`config.mk`:
```
export PLATFORM = sky130hd
export DESIGN_NAME = nd_transpose_address_generator_unit
export DESIGN_NICKNAME = d
export VERILOG_FILES = /design/src/ndtag_pkg.sv /design/src/ndtag_cell.sv /design/src/ndtag_setup.sv /design/src/nd_transpose_address_generator_unit.sv
export SDC_FILE = /design/constraint.sdc
export NUM_CORES = 2
export LEC_CHECK = 0
export BUFFER_PORTS_ARGS = -buffer_cell sky130_fd_sc_hd__clkbuf_2
export CAP_MARGIN = 20
export CORE_AREA = 2 2 294 296
export DETAILED_ROUTE_END_ITERATION = 12
export DIE_AREA = 0 0 296 298
export HOLD_SLACK_MARGIN = 0.15
export PLACE_DENSITY_LB_ADDON = 0.05
export SLEW_MARGIN = 5
export SYNTH_ARGS = -nofsm -noshare
export SYNTH_HDL_FRONTEND = slang
export SYNTH_SLANG_ARGS = --single-unit
```
`constraint.sdc`:
```
create_clock -name clk -period 11 [get_ports clk]
set_input_delay 1.65 -clock clk [delete_from_list [all_inputs] [get_ports clk]]
set_output_delay 1.65 -clock clk [all_outputs]
set_load 0.02 [all_outputs]
```
`src/ndtag_pkg.sv`:
```
// Shared types and constants for the N-dimensional transpose address generator.
// Used by ndtag_cell, ndtag_setup and nd_transpose_address_generator_unit.
// No dependencies.
package ndtag_pkg;

    // Fixed register and field widths
    localparam int SIZE_W     = 16;
    localparam int ORDER_W    = 18;
    localparam int NUM_DIMS_W = 3;
    localparam int AXIS_W     = 3;
    localparam int AXES       = ORDER_W / AXIS_W;
    localparam int DIM_REGS   = 6;
    localparam int CFG_IDX_W  = 3;
    localparam int CFG_DATA_W = 18;

    // Defaults for the top-level parameters
    localparam int MAX_DIMS_DEF   = 6;
    localparam int INDEX_BITS_DEF = 20;

    // Register reset values
    localparam logic [NUM_DIMS_W-1:0] NUM_DIMS_RST   = 3'd1;
    localparam logic [ORDER_W-1:0]    AXIS_ORDER_RST = 18'd181896;
    localparam logic [SIZE_W-1:0]     DIM_SIZE_RST   = 16'd1;

    // Register indexes
    localparam logic [CFG_IDX_W-1:0] CFG_NUM_DIMS   = 3'd0;
    localparam logic [CFG_IDX_W-1:0] CFG_AXIS_ORDER = 3'd1;
    localparam logic [CFG_IDX_W-1:0] CFG_DIM_SIZE_0 = 3'd2;

    // Top-level sequencer
    typedef enum logic [2:0] {
        ST_RUN,
        ST_PROD,
        ST_CHECK,
        ST_LOAD,
        ST_EMIT
    } ndtag_state_t;

    // Sequencer to setup unit
    typedef struct packed {
        logic prod_init;
        logic prod_step;
        logic load_init;
        logic load_step;
    } setup_ctrl_t;

    // Setup unit to sequencer
    typedef struct packed {
        logic prod_last;
        logic load_done;
    } setup_stat_t;

endpackage

```
`src/ndtag_cell.sv`:
```
// One odometer digit of the transpose address generator: digit counter,
// wrap size and source-position step, with a shift path for loading.
// Depends on ndtag_pkg.
module ndtag_cell
    import ndtag_pkg::*;
#(
    parameter int INDEX_BITS = INDEX_BITS_DEF
)
(
    input  logic                  clk,
    input  logic                  rst_n,
    input  logic                  shift_en,
    input  logic [SIZE_W-1:0]     psize_in,
    input  logic [INDEX_BITS-1:0] delta_in,
    output logic [SIZE_W-1:0]     psize_out,
    output logic [INDEX_BITS-1:0] delta_out,
    input  logic                  adv_en,
    input  logic                  carry_in,
    input  logic                  carry_allow,
    output logic                  carry_out,
    output logic                  term
);

    logic [SIZE_W-1:0]     dc_reg;
    logic [SIZE_W-1:0]     dc_next;
    logic [SIZE_W-1:0]     dc_inc;
    logic [SIZE_W-1:0]     psize_reg;
    logic [INDEX_BITS-1:0] delta_reg;

    // Increment and wrap detect
    always_comb
    begin
        dc_inc    = dc_reg + SIZE_W'(1);
        carry_out = carry_in && carry_allow && (dc_inc == psize_reg);
        dc_next   = carry_out ? '0 : dc_inc;
        term      = carry_in && !carry_out;
    end

    // Digit state: shifted in during setup, stepped on advance
    always_ff @(posedge clk or negedge rst_n)
    begin
        if (!rst_n)
        begin
            dc_reg    <= '0;
            psize_reg <= '0;
            delta_reg <= '0;
        end
        else if (shift_en)
        begin
            dc_reg    <= '0;
            psize_reg <= psize_in;
            delta_reg <= delta_in;
        end
        else if (adv_en && carry_in)
        begin
            dc_reg <= dc_next;
        end
    end

    assign psize_out = psize_reg;
    assign delta_out = delta_reg;

endmodule

```
`src/ndtag_setup.sv`:
```
// Setup unit: suffix products of the dimension sizes (one multiply a cycle)
// into a small memory, then per-digit size and cumulative step fed to the cells.
// Depends on ndtag_pkg.
module ndtag_setup
    import ndtag_pkg::*;
#(
    parameter int MAX_DIMS   = MAX_DIMS_DEF,
    parameter int INDEX_BITS = INDEX_BITS_DEF
)
(
    input  logic                           clk,
    input  logic                           rst_n,
    input  setup_ctrl_t                    ctrl,
    output setup_stat_t                    stat,
    input  logic [$clog2(MAX_DIMS+1)-1:0]  dims,
    input  logic [ORDER_W-1:0]             axis_order,
    input  logic [SIZE_W-1:0]              dim_size [DIM_REGS],
    output logic [INDEX_BITS:0]            total,
    output logic                           feed_shift,
    output logic [SIZE_W-1:0]              feed_psize,
    output logic [INDEX_BITS-1:0]          feed_delta
);

    localparam int AW = $clog2(MAX_DIMS + 1);
    localparam int CW = INDEX_BITS + 1;
    localparam int PW = CW + SIZE_W;
    localparam logic [PW-1:0] CAP_WIDE = PW'(1) << INDEX_BITS;
    localparam logic [CW-1:0] CAP_SAT  = CW'(CAP_WIDE) + CW'(1);

    // Size of an axis; unused or absent axes count as 1
    function automatic logic [SIZE_W-1:0] pick_size(
        input logic [AW-1:0]     idx,
        input logic [AW-1:0]     n,
        input logic [SIZE_W-1:0] sizes [DIM_REGS]
    );
        logic [SIZE_W-1:0] r;
        r = SIZE_W'(1);
        for (int k = 0; k < DIM_REGS; k++)
        begin
            if (int'(idx) == k && idx < n)
                r = sizes[k];
        end
        return r;
    endfunction

    logic [CW-1:0]         pmem [MAX_DIMS+1];
    logic [AW-1:0]         m_reg;
    logic [CW-1:0]         prod_reg;
    logic [CW-1:0]         prod_next;
    logic [PW-1:0]         prod_full;
    logic [AW-1:0]         s_reg;
    logic [INDEX_BITS-1:0] base_reg;
    logic [INDEX_BITS-1:0] base_next;
    logic                  rd_valid_reg;
    logic                  rd_zero_reg;
    logic                  rd_unit_reg;
    logic [SIZE_W-1:0]     rd_size_reg;
    logic [CW-1:0]         rd_ext_reg;
    logic [CW-1:0]         rd_str_reg;
    logic [AW-1:0]         out_axis;
    logic [AXIS_W-1:0]     src_axis;
    logic                  axis_ok;
    logic [AW-1:0]         rd_idx;
    logic                  issue;
    logic [INDEX_BITS-1:0] f_stride;
    logic [INDEX_BITS-1:0] f_extent;

    // Saturating suffix product
    always_comb
    begin
        prod_full = PW'(prod_reg) * PW'(pick_size(m_reg, dims, dim_size));
        prod_next = (prod_full > CAP_WIDE) ? CAP_SAT : prod_full[CW-1:0];
    end

    // Output axis for the cell being loaded, and its source axis
    always_comb
    begin
        out_axis = dims - AW'(1) - s_reg;
        src_axis = '0;
        for (int k = 0; k < AXES; k++)
        begin
            if (int'(out_axis) == k)
                src_axis = axis_order[AXIS_W*k +: AXIS_W];
        end
        axis_ok = int'(src_axis) < int'(dims);
        rd_idx  = axis_ok ? AW'(src_axis) : '0;
        issue   = ctrl.load_step && (s_reg < AW'(MAX_DIMS));
    end

    // Product sweep and memory write
    always_ff @(posedge clk or negedge rst_n)
    begin
        if (!rst_n)
        begin
            m_reg    <= '0;
            prod_reg <= '0;
        end
        else if (ctrl.prod_init)
        begin
            m_reg    <= dims;
            prod_reg <= CW'(1);
        end
        else if (ctrl.prod_step)
        begin
            m_reg    <= m_reg - AW'(1);
            prod_reg <= prod_next;
        end
    end

    always_ff @(posedge clk)
    begin
        if (ctrl.prod_step)
            pmem[m_reg] <= prod_next;
    end

    // Registered reads: extent at the axis, stride one axis further in
    always_ff @(posedge clk)
    begin
        if (issue)
        begin
            rd_ext_reg  <= pmem[rd_idx];
            rd_str_reg  <= pmem[rd_idx + AW'(1)];
            rd_zero_reg <= !(s_reg < dims);
            rd_unit_reg <= !axis_ok;
            rd_size_reg <= pick_size(rd_idx, dims, dim_size);
        end
    end

    // Load counter, read valid and cumulative step accumulator
    always_ff @(posedge clk or negedge rst_n)
    begin
        if (!rst_n)
        begin
            s_reg        <= '0;
            base_reg     <= '0;
            rd_valid_reg <= 1'b0;
        end
        else
        begin
            rd_valid_reg <= issue;
            if (ctrl.load_init)
            begin
                s_reg    <= '0;
                base_reg <= '0;
            end
            else
            begin
                if (issue)
                    s_reg <= s_reg + AW'(1);
                if (feed_shift)
                    base_reg <= base_next;
            end
        end
    end

    // Feed to the top cell
    always_comb
    begin
        if (rd_zero_reg)
        begin
            feed_psize = '0;
            f_stride   = '0;
            f_extent   = '0;
        end
        else if (rd_unit_reg)
        begin
            feed_psize = SIZE_W'(1);
            f_stride   = INDEX_BITS'(1);
            f_extent   = INDEX_BITS'(1);
        end
        else
        begin
            feed_psize = rd_size_reg;
            f_stride   = rd_str_reg[INDEX_BITS-1:0];
            f_extent   = rd_ext_reg[INDEX_BITS-1:0];
        end
        feed_delta = base_reg + f_stride;
        base_next  = feed_delta - f_extent;
    end

    assign feed_shift     = rd_valid_reg;
    assign total          = prod_reg;
    assign stat.prod_last = ctrl.prod_step && (m_reg == '0);
    assign stat.load_done = ctrl.load_step && (s_reg == AW'(MAX_DIMS));

endmodule

```
`src/nd_transpose_address_generator_unit.sv`:
```
// Top level of the N-dimensional transpose address generator: register file,
// sequencer, digit cell chain and output register.
// Depends on ndtag_pkg, ndtag_setup and ndtag_cell.
//
//   channel | signals                                  | direction
//   --------+------------------------------------------+----------
//   in      | in_valid, in_stall, start_req            | beat in
//   out     | out_valid, out_stall, src_index,         | beat out
//           | dst_index, last, overflow                |
//   cfg     | cfg_wr_en, cfg_index, cfg_data           | write only
//
// An advance beat: the carry ripples through the cell chain and one add forms
// the next source index, so addresses stream one per cycle unless out_stall
// holds them. A start beat runs setup: accept, product sweep (one multiply
// per step), check, cell load, element 0; overflow skips the load and a zero
// total emits nothing. Input stalls during setup and while an undelivered
// result blocks the output register. Reset: idle, with default registers.
module nd_transpose_address_generator_unit
    import ndtag_pkg::*;
#(
    parameter int MAX_DIMS   = MAX_DIMS_DEF,
    parameter int INDEX_BITS = INDEX_BITS_DEF
)
(
    input  logic                  clk,
    input  logic                  rst_n,
    input  logic                  cfg_wr_en,
    input  logic [CFG_IDX_W-1:0]  cfg_index,
    input  logic [CFG_DATA_W-1:0] cfg_data,
    input  logic                  in_valid,
    output logic                  in_stall,
    input  logic                  start_req,
    output logic                  out_valid,
    input  logic                  out_stall,
    output logic [INDEX_BITS-1:0] src_index,
    output logic [INDEX_BITS-1:0] dst_index,
    output logic                  last,
    output logic                  overflow
);

    localparam int AW = $clog2(MAX_DIMS + 1);
    localparam int CW = INDEX_BITS + 1;
    localparam logic [CW-1:0] CAPACITY = CW'(1) << INDEX_BITS;

    // Configuration registers
    logic [NUM_DIMS_W-1:0] num_dims_reg;
    logic [ORDER_W-1:0]    axis_order_reg;
    logic [SIZE_W-1:0]     dim_size_reg [DIM_REGS];

    always_ff @(posedge clk or negedge rst_n)
    begin
        if (!rst_n)
        begin
            num_dims_reg   <= NUM_DIMS_RST;
            axis_order_reg <= AXIS_ORDER_RST;
            for (int k = 0; k < DIM_REGS; k++)
                dim_size_reg[k] <= DIM_SIZE_RST;
        end
        else if (cfg_wr_en)
        begin
            case (cfg_index)
                CFG_NUM_DIMS:   num_dims_reg   <= cfg_data[NUM_DIMS_W-1:0];
                CFG_AXIS_ORDER: axis_order_reg <= cfg_data[ORDER_W-1:0];
                default:
                begin
                    for (int k = 0; k < DIM_REGS; k++)
                    begin
                        if (cfg_index == CFG_DIM_SIZE_0 + CFG_IDX_W'(k))
                            dim_size_reg[k] <= cfg_data[SIZE_W-1:0];
                    end
                end
            endcase
        end
    end

    // Dimensions in use, clamped to 1..MAX_DIMS
    logic [NUM_DIMS_W:0] nd_ext;
    logic [AW-1:0]       dims;

    always_comb
    begin
        nd_ext = {1'b0, num_dims_reg};
        if (nd_ext == '0)
            dims = AW'(1);
        else if (int'(nd_ext) > MAX_DIMS)
            dims = AW'(MAX_DIMS);
        else
            dims = AW'(nd_ext);
    end

    // Setup unit
    setup_ctrl_t           ctrl;
    setup_stat_t           stat;
    logic [CW-1:0]         total;
    logic                  feed_shift;
    logic [SIZE_W-1:0]     feed_psize;
    logic [INDEX_BITS-1:0] feed_delta;

    ndtag_setup #(
        .MAX_DIMS   (MAX_DIMS),
        .INDEX_BITS (INDEX_BITS)
    ) u_setup (
        .clk        (clk),
        .rst_n      (rst_n),
        .ctrl       (ctrl),
        .stat       (stat),
        .dims       (dims),
        .axis_order (axis_order_reg),
        .dim_size   (dim_size_reg),
        .total      (total),
        .feed_shift (feed_shift),
        .feed_psize (feed_psize),
        .feed_delta (feed_delta)
    );

    // Digit cell chain: loads shift downward, carries ripple upward
    logic [SIZE_W-1:0]     psize_w [MAX_DIMS+1];
    logic [INDEX_BITS-1:0] delta_w [MAX_DIMS+1];
    logic [MAX_DIMS-1:0]   carry_w;
    logic [MAX_DIMS-1:0]   term_w;
    logic                  adv_fire;

    assign psize_w[MAX_DIMS] = feed_psize;
    assign delta_w[MAX_DIMS] = feed_delta;

    for (genvar k = 0; k < MAX_DIMS; k++)
    begin : g_cell
        logic cin;
        if (k == 0)
        begin : g_first
            assign cin = 1'b1;
        end
        else
        begin : g_rest
            assign cin = carry_w[k-1];
        end

        ndtag_cell #(
            .INDEX_BITS (INDEX_BITS)
        ) u_cell (
            .clk         (clk),
            .rst_n       (rst_n),
            .shift_en    (feed_shift),
            .psize_in    (psize_w[k+1]),
            .delta_in    (delta_w[k+1]),
            .psize_out   (psize_w[k]),
            .delta_out   (delta_w[k]),
            .adv_en      (adv_fire),
            .carry_in    (cin),
            .carry_allow (dims > AW'(k + 1)),
            .carry_out   (carry_w[k]),
            .term        (term_w[k])
        );
    end

    // Step of the highest digit reached by the carry
    logic [INDEX_BITS-1:0] sel_delta;

    always_comb
    begin
        sel_delta = '0;
        for (int k = 0; k < MAX_DIMS; k++)
        begin
            if (term_w[k])
                sel_delta = sel_delta | delta_w[k];
        end
    end

    // Sequencer
    ndtag_state_t          state_reg;
    ndtag_state_t          state_next;
    logic                  out_valid_reg;
    logic                  slot_free;
    logic                  emit;
    logic                  start_fire;
    logic                  active_reg;
    logic [INDEX_BITS-1:0] src_pos_reg;
    logic [CW-1:0]         count_reg;
    logic [CW-1:0]         count_next;
    logic [INDEX_BITS-1:0] src_next;
    logic                  adv_last;

    assign slot_free = !out_valid_reg || !out_stall;

    always_ff @(posedge clk or negedge rst_n)
    begin
        if (!rst_n)
            state_reg <= ST_RUN;
        else
            state_reg <= state_next;
    end

    always_comb
    begin
        state_next = state_reg;
        ctrl       = '0;
        in_stall   = 1'b1;
        adv_fire   = 1'b0;
        start_fire = 1'b0;
        emit       = 1'b0;
        case (state_reg)
            ST_RUN:
            begin
                in_stall = !slot_free;
                if (in_valid && slot_free)
                begin
                    if (start_req)
                    begin
                        start_fire     = 1'b1;
                        ctrl.prod_init = 1'b1;
                        state_next     = ST_PROD;
                    end
                    else if (active_reg)
                    begin
                        adv_fire = 1'b1;
                    end
                end
            end
            ST_PROD:
            begin
                ctrl.prod_step = 1'b1;
                if (stat.prod_last)
                    state_next = ST_CHECK;
            end
            ST_CHECK:
            begin
                if (total == '0)
                    state_next = ST_RUN;
                else if (total > CAPACITY)
                    state_next = ST_EMIT;
                else
                begin
                    ctrl.load_init = 1'b1;
                    state_next     = ST_LOAD;
                end
            end
            ST_LOAD:
            begin
                ctrl.load_step = 1'b1;
                if (stat.load_done)
                    state_next = ST_EMIT;
            end
            ST_EMIT:
            begin
                if (slot_free)
                begin
                    emit       = 1'b1;
                    state_next = ST_RUN;
                end
            end
            default:
            begin
                state_next = ST_RUN;
            end
        endcase
    end

    // Advance datapath
    always_comb
    begin
        count_next = count_reg + CW'(1);
        src_next   = src_pos_reg + sel_delta;
        adv_last   = ({1'b0, count_next} + (CW+1)'(1)) >= {1'b0, total};
    end

    // Walk state
    always_ff @(posedge clk or negedge rst_n)
    begin
        if (!rst_n)
        begin
            active_reg  <= 1'b0;
            src_pos_reg <= '0;
            count_reg   <= '0;
        end
        else if (start_fire)
        begin
            active_reg <= 1'b0;
        end
        else if (emit)
        begin
            active_reg  <= (total > CW'(1)) && !(total > CAPACITY);
            src_pos_reg <= '0;
            count_reg   <= '0;
        end
        else if (adv_fire)
        begin
            src_pos_reg <= src_next;
            count_reg   <= count_next;
            if (adv_last)
                active_reg <= 1'b0;
        end
    end

    // Output register
    logic [INDEX_BITS-1:0] src_index_reg;
    logic [INDEX_BITS-1:0] dst_index_reg;
    logic                  last_reg;
    logic                  overflow_reg;

    always_ff @(posedge clk or negedge rst_n)
    begin
        if (!rst_n)
            out_valid_reg <= 1'b0;
        else if (emit || adv_fire)
            out_valid_reg <= 1'b1;
        else if (!out_stall)
            out_valid_reg <= 1'b0;
    end

    always_ff @(posedge clk)
    begin
        if (emit)
        begin
            src_index_reg <= '0;
            dst_index_reg <= '0;
            overflow_reg  <= total > CAPACITY;
            last_reg      <= (total == CW'(1));
        end
        else if (adv_fire)
        begin
            src_index_reg <= src_next;
            dst_index_reg <= count_next[INDEX_BITS-1:0];
            overflow_reg  <= 1'b0;
            last_reg      <= adv_last;
        end
    end

    assign out_valid = out_valid_reg;
    assign src_index = src_index_reg;
    assign dst_index = dst_index_reg;
    assign last      = last_reg;
    assign overflow  = overflow_reg;

endmodule
```
==> impl_metrics.json <==
{
  "drc_errors": 0,
  "largest_reg_flops": 140,
  "busiest_layer": "met2",
  "use_met2_pct": 46.7,
  "grt_use_met1_pct": 43.4,
  "yosysSeqAreaShare_pct": 38.5,
  "postRouteAntennaNets": 0,
  "hold_ws_ps": 441,
  "swShare_pct": 45.9,
  "num_rows": 107,
  "required_ps": 11450,
  "ctsRootBufferMaster": "clkbuf_16",
  "via_per_inst": 6.03,
  "power.leakage_nw": 23.8,
  "regToRegStartpoint": "num_dims_reg[1]$_DFFE_PN0P_",
  "synth.avg_cell_area_um2": 9.99,
  "cts_made_buffers": 83,
  "area_growth_pct": 8.52,
  "die_h_um": 298,
  "endpoint_kind": "flip-flop",
  "reg2reg_depth": 37,
  "holdCritPathClass": "flip-flop to flip-flop",
  "drive_gt1_share_pct": 13.8,
  "grt_pass1_vias": 36800,
  "fin_crit_sh_pct": 93.8,
  "nets": 5514,
  "cts_tree": "yes",
  "placement.io_buffers": 70,
  "drv_cap": 0,
  "maxSlewHeadroom_pct": 27.2,
  "cts_max_path_buffers": 3,
  "ys_types": 92,
  "synth_cells": 5071,
  "seqPwrFrac_pct": 26.4,
  "fmax_ghz": 0.0969,
  "place_congestion": 0.912,
  "async_flop_share_pct": 67.9,
  "dpl_cell_area_um2": 52100,
  "vias": 37500,
  "die-area_um2": 88200,
  "combPwrFrac_pct": 57.2,
  "slew_violations": 0,
  "grt.total_usage_pct": 29.8,
  "instances_no_fill": 6222,
  "powerDensity_nw_per_um2": 315,
  "netlist_area_um2": 50700,
  "hold_end": "src_index[9]$_SDFFE_PP0P_",
  "crit_family": "adder cells",
  "yosys_warnings": 0,
  "synth.ff_latch_count": 747,
  "max-vdd-ir-drop_v": 0.000498,
  "wl_per_cell_um": 20.7,
  "dp_hpwl_um": 90600,
  "antenna_found_initial": 3,
  "worstHoldStart": "src_index[9]$_SDFFE_PP0P_",
  "critPathKind": "flip-flop to flip-flop",
  "p_sw_mw": 7.95,
  "crit_buf_inv": 10,
  "r2r_slack_ps": 680,
  "nFillCells": 6943,
  "finalSetupTns_ps": 0,
  "ios": 71,
  "drt_iter0_drc": 3249,
  "synth_edf_count": 200,
  "final_area_um2": 55000,
  "cpPeakStageDelay_ps": 560,
  "grt_pass1_wl_um": 207000,
  "fp.dieW_um": 296,
  "synth_ff_type": "dfrtp_1",
  "skew_ps": 56.8,
  "clk_latency_ps": 670,
  "overflow": 0,
  "r2r_end": "u_setup.pmem[4][8]$_DFFE_PP_",
  "status": "complete, no violations",
  "clkPwrFrac_pct": 16.4,
  "hold_viol": 0,
  "placedCellCount": 6061,
  "critPathMaxFanout": 40,
  "largest-register": "u_setup.pmem",
  "pre_cts_slack_ps": 452,
  "fin_ws_ps": 680,
  "p_int_mw": 9.36,
  "met3_usage_pct": 4.51,
  "setup_viol": 0,
  "dr.pass1.iters": 8,
  "post-route-min-period_ps": 10320,
  "clk_pin_slew_ps": 60,
  "start_kind": "flip-flop",
  "holdPathStages": 2,
  "start_util_pct": 59.7,
  "crit_slowest_cell": "fa_1",
  "grt_max_degree": 169,
  "worst_slew_pin_slew_ps": 1090,
  "htreeDepth": 3,
  "cts_hold_buf": 0,
  "fin_util_pct": 64.8,
  "cts.sinks": 747,
  "syn_nets": 5581,
  "drt-total-wl_um": 129000,
  "crit_arrival_ps": 10770,
  "core-area_um2": 84900,
  "rsz0062_at_grt": "false",
  "power_mw": 17.3
}
## metal layers
metal	vias up	wire, µm
li1	17500	-
met4	2	3010
met3	213	8810
met2	1244	59400
met5	-	15
met1	18600	57400
## power groups by stage
| stage | Clock (mW) | Combinational (mW) | Sequential [mW] |
|---|---|---|---|
| floorplan | 0 | 7.18 | 4.31 |
| global placement | 0 | 9.66 | 4.59 |
| detailed placement | 0 | 9.79 | 4.61 |
| CTS | 2.89 | 9.85 | 4.56 |
| global route | 3.00 | 11.0 | 4.67 |
| finish | 2.84 | 9.90 | 4.57 |
## layout by cell type, fill, tap and decap left out, types with 74 or more instances in the layout
| cell type | count |
|---|---|
| clkbuf_16 | 85 |
| and2_1 | 199 |
| nand3_1 | 97 |
| fa_1 | 268 |
| nand2_1 | 533 |
| nor3_1 | 74 |
| a21oi_1 | 187 |
| buf_4 | 85 |
| mux2_2 | 313 |
| nor2_1 | 344 |
| dfrtp_1 | 492 |
| o21ai_0 | 263 |
| mux2i_1 | 83 |
| edfxtp_1 | 200 |
| inv_1 | 418 |
| ha_1 | 214 |
| xor2_1 | 76 |
| xnor2_1 | 144 |
## cell families (layout without fill, tap and decap cells)
family	Yosys count	count (layout)	share of synthesized area (%)
and+or+nand+nor	1546	1546	14.7
AOI/OAI and AO/OA	926	926	12.0
DFF	747	747	38.5
buffers and inverters	730	733	5.49
adders and majority gates	483	483	15.9
muxes	418	418	9.57
xor gates and xnor gates	221	221	3.85
other	0	4	0
## worst reg2reg max path, delay by kind of cell, from the launching register on
kind	cells	cell delay, ps
fa+ha+maj	8	3910
compound gates	9	2030
simple gates	9	1970
buf+inv	10	1530
flops	1	540
mux	1	170
## synthesized netlist by cell type (29+ instances only)
| cell type | number | area share (%) |
|---|---|---|
| nand2_1 | 533 | 3.9 |
| dfrtp_1 | 493 | 24 |
| inv_1 | 418 | 3.1 |
| nor2_1 | 348 | 2.6 |
| mux2_2 | 313 | 7.0 |
| clkbuf_1 | 279 | 2.1 |
| fa_1 | 268 | 11 |
| o21ai_0 | 263 | 2.6 |
| ha_1 | 215 | 5.3 |
| edfxtp_1 | 200 | 12 |
| and2_1 | 199 | 2.5 |
| a21oi_1 | 197 | 1.9 |
| xnor2_1 | 144 | 2.5 |
| nand3_1 | 97 | 0.96 |
| mux2i_1 | 83 | 1.6 |
| nor3_1 | 80 | 0.79 |
| xor2_1 | 76 | 1.3 |
| o31ai_1 | 51 | 0.76 |
| a21o_1 | 50 | 0.74 |
| nand4_1 | 49 | 0.60 |
| and3_1 | 40 | 0.49 |
| dfxtp_1 | 40 | 1.6 |
| nor2b_1 | 37 | 0.46 |
| a211oi_1 | 36 | 0.53 |
| a221oi_1 | 36 | 0.62 |
| a22o_1 | 36 | 0.62 |
| nor4_1 | 32 | 0.40 |
| o211ai_1 | 30 | 0.44 |
| o41ai_1 | 29 | 0.50 |
## how the worst max path moves through the flow
stage	start	endpoint	slack, ps	cells past startpoint
finish	num_dims_reg[1]$_DFFE_PN0P_	u_setup.pmem[4][8]$_DFFE_PP_	680	37
floorplan	num_dims_reg[1]$_DFFE_PN0P_	u_setup.pmem[0][10]$_DFFE_PP_	1350	37
detailed placement	num_dims_reg[1]$_DFFE_PN0P_	u_setup.pmem[5][9]$_DFFE_PP_	450	35
global route	num_dims_reg[1]$_DFFE_PN0P_	u_setup.pmem[4][9]$_DFFE_PP_	90	36
global placement	num_dims_reg[1]$_DFFE_PN0P_	u_setup.pmem[4][8]$_DFFE_PP_	680	35
CTS	num_dims_reg[1]$_DFFE_PN0P_	u_setup.pmem[1][9]$_DFFE_PP_	400	35
## repair_timing
action	in CTS	in global routing
setup endpoints to repair	0	140
buffers inserted	0	0
gates resized for setup	0	8
## layout make-up
| cell class | instances | area, µm² | share of cell area [%] |
|---|---|---|---|
| antenna | 4 | 10.0 | 0.0182 |
| clock buffer | 126 | 2410 | 4.39 |
| clock inverter | 29 | 393 | 0.714 |
| inverter | 420 | 1580 | 2.87 |
| multi-input combinational | 3594 | 28600 | 52.0 |
| sequential | 747 | 19500 | 35.5 |
| tap | 1144 | 1430 | 2.60 |
| timing repair buffer | 158 | 1050 | 1.91 |
No activity file was read; power rests on OpenSTA's default activity.
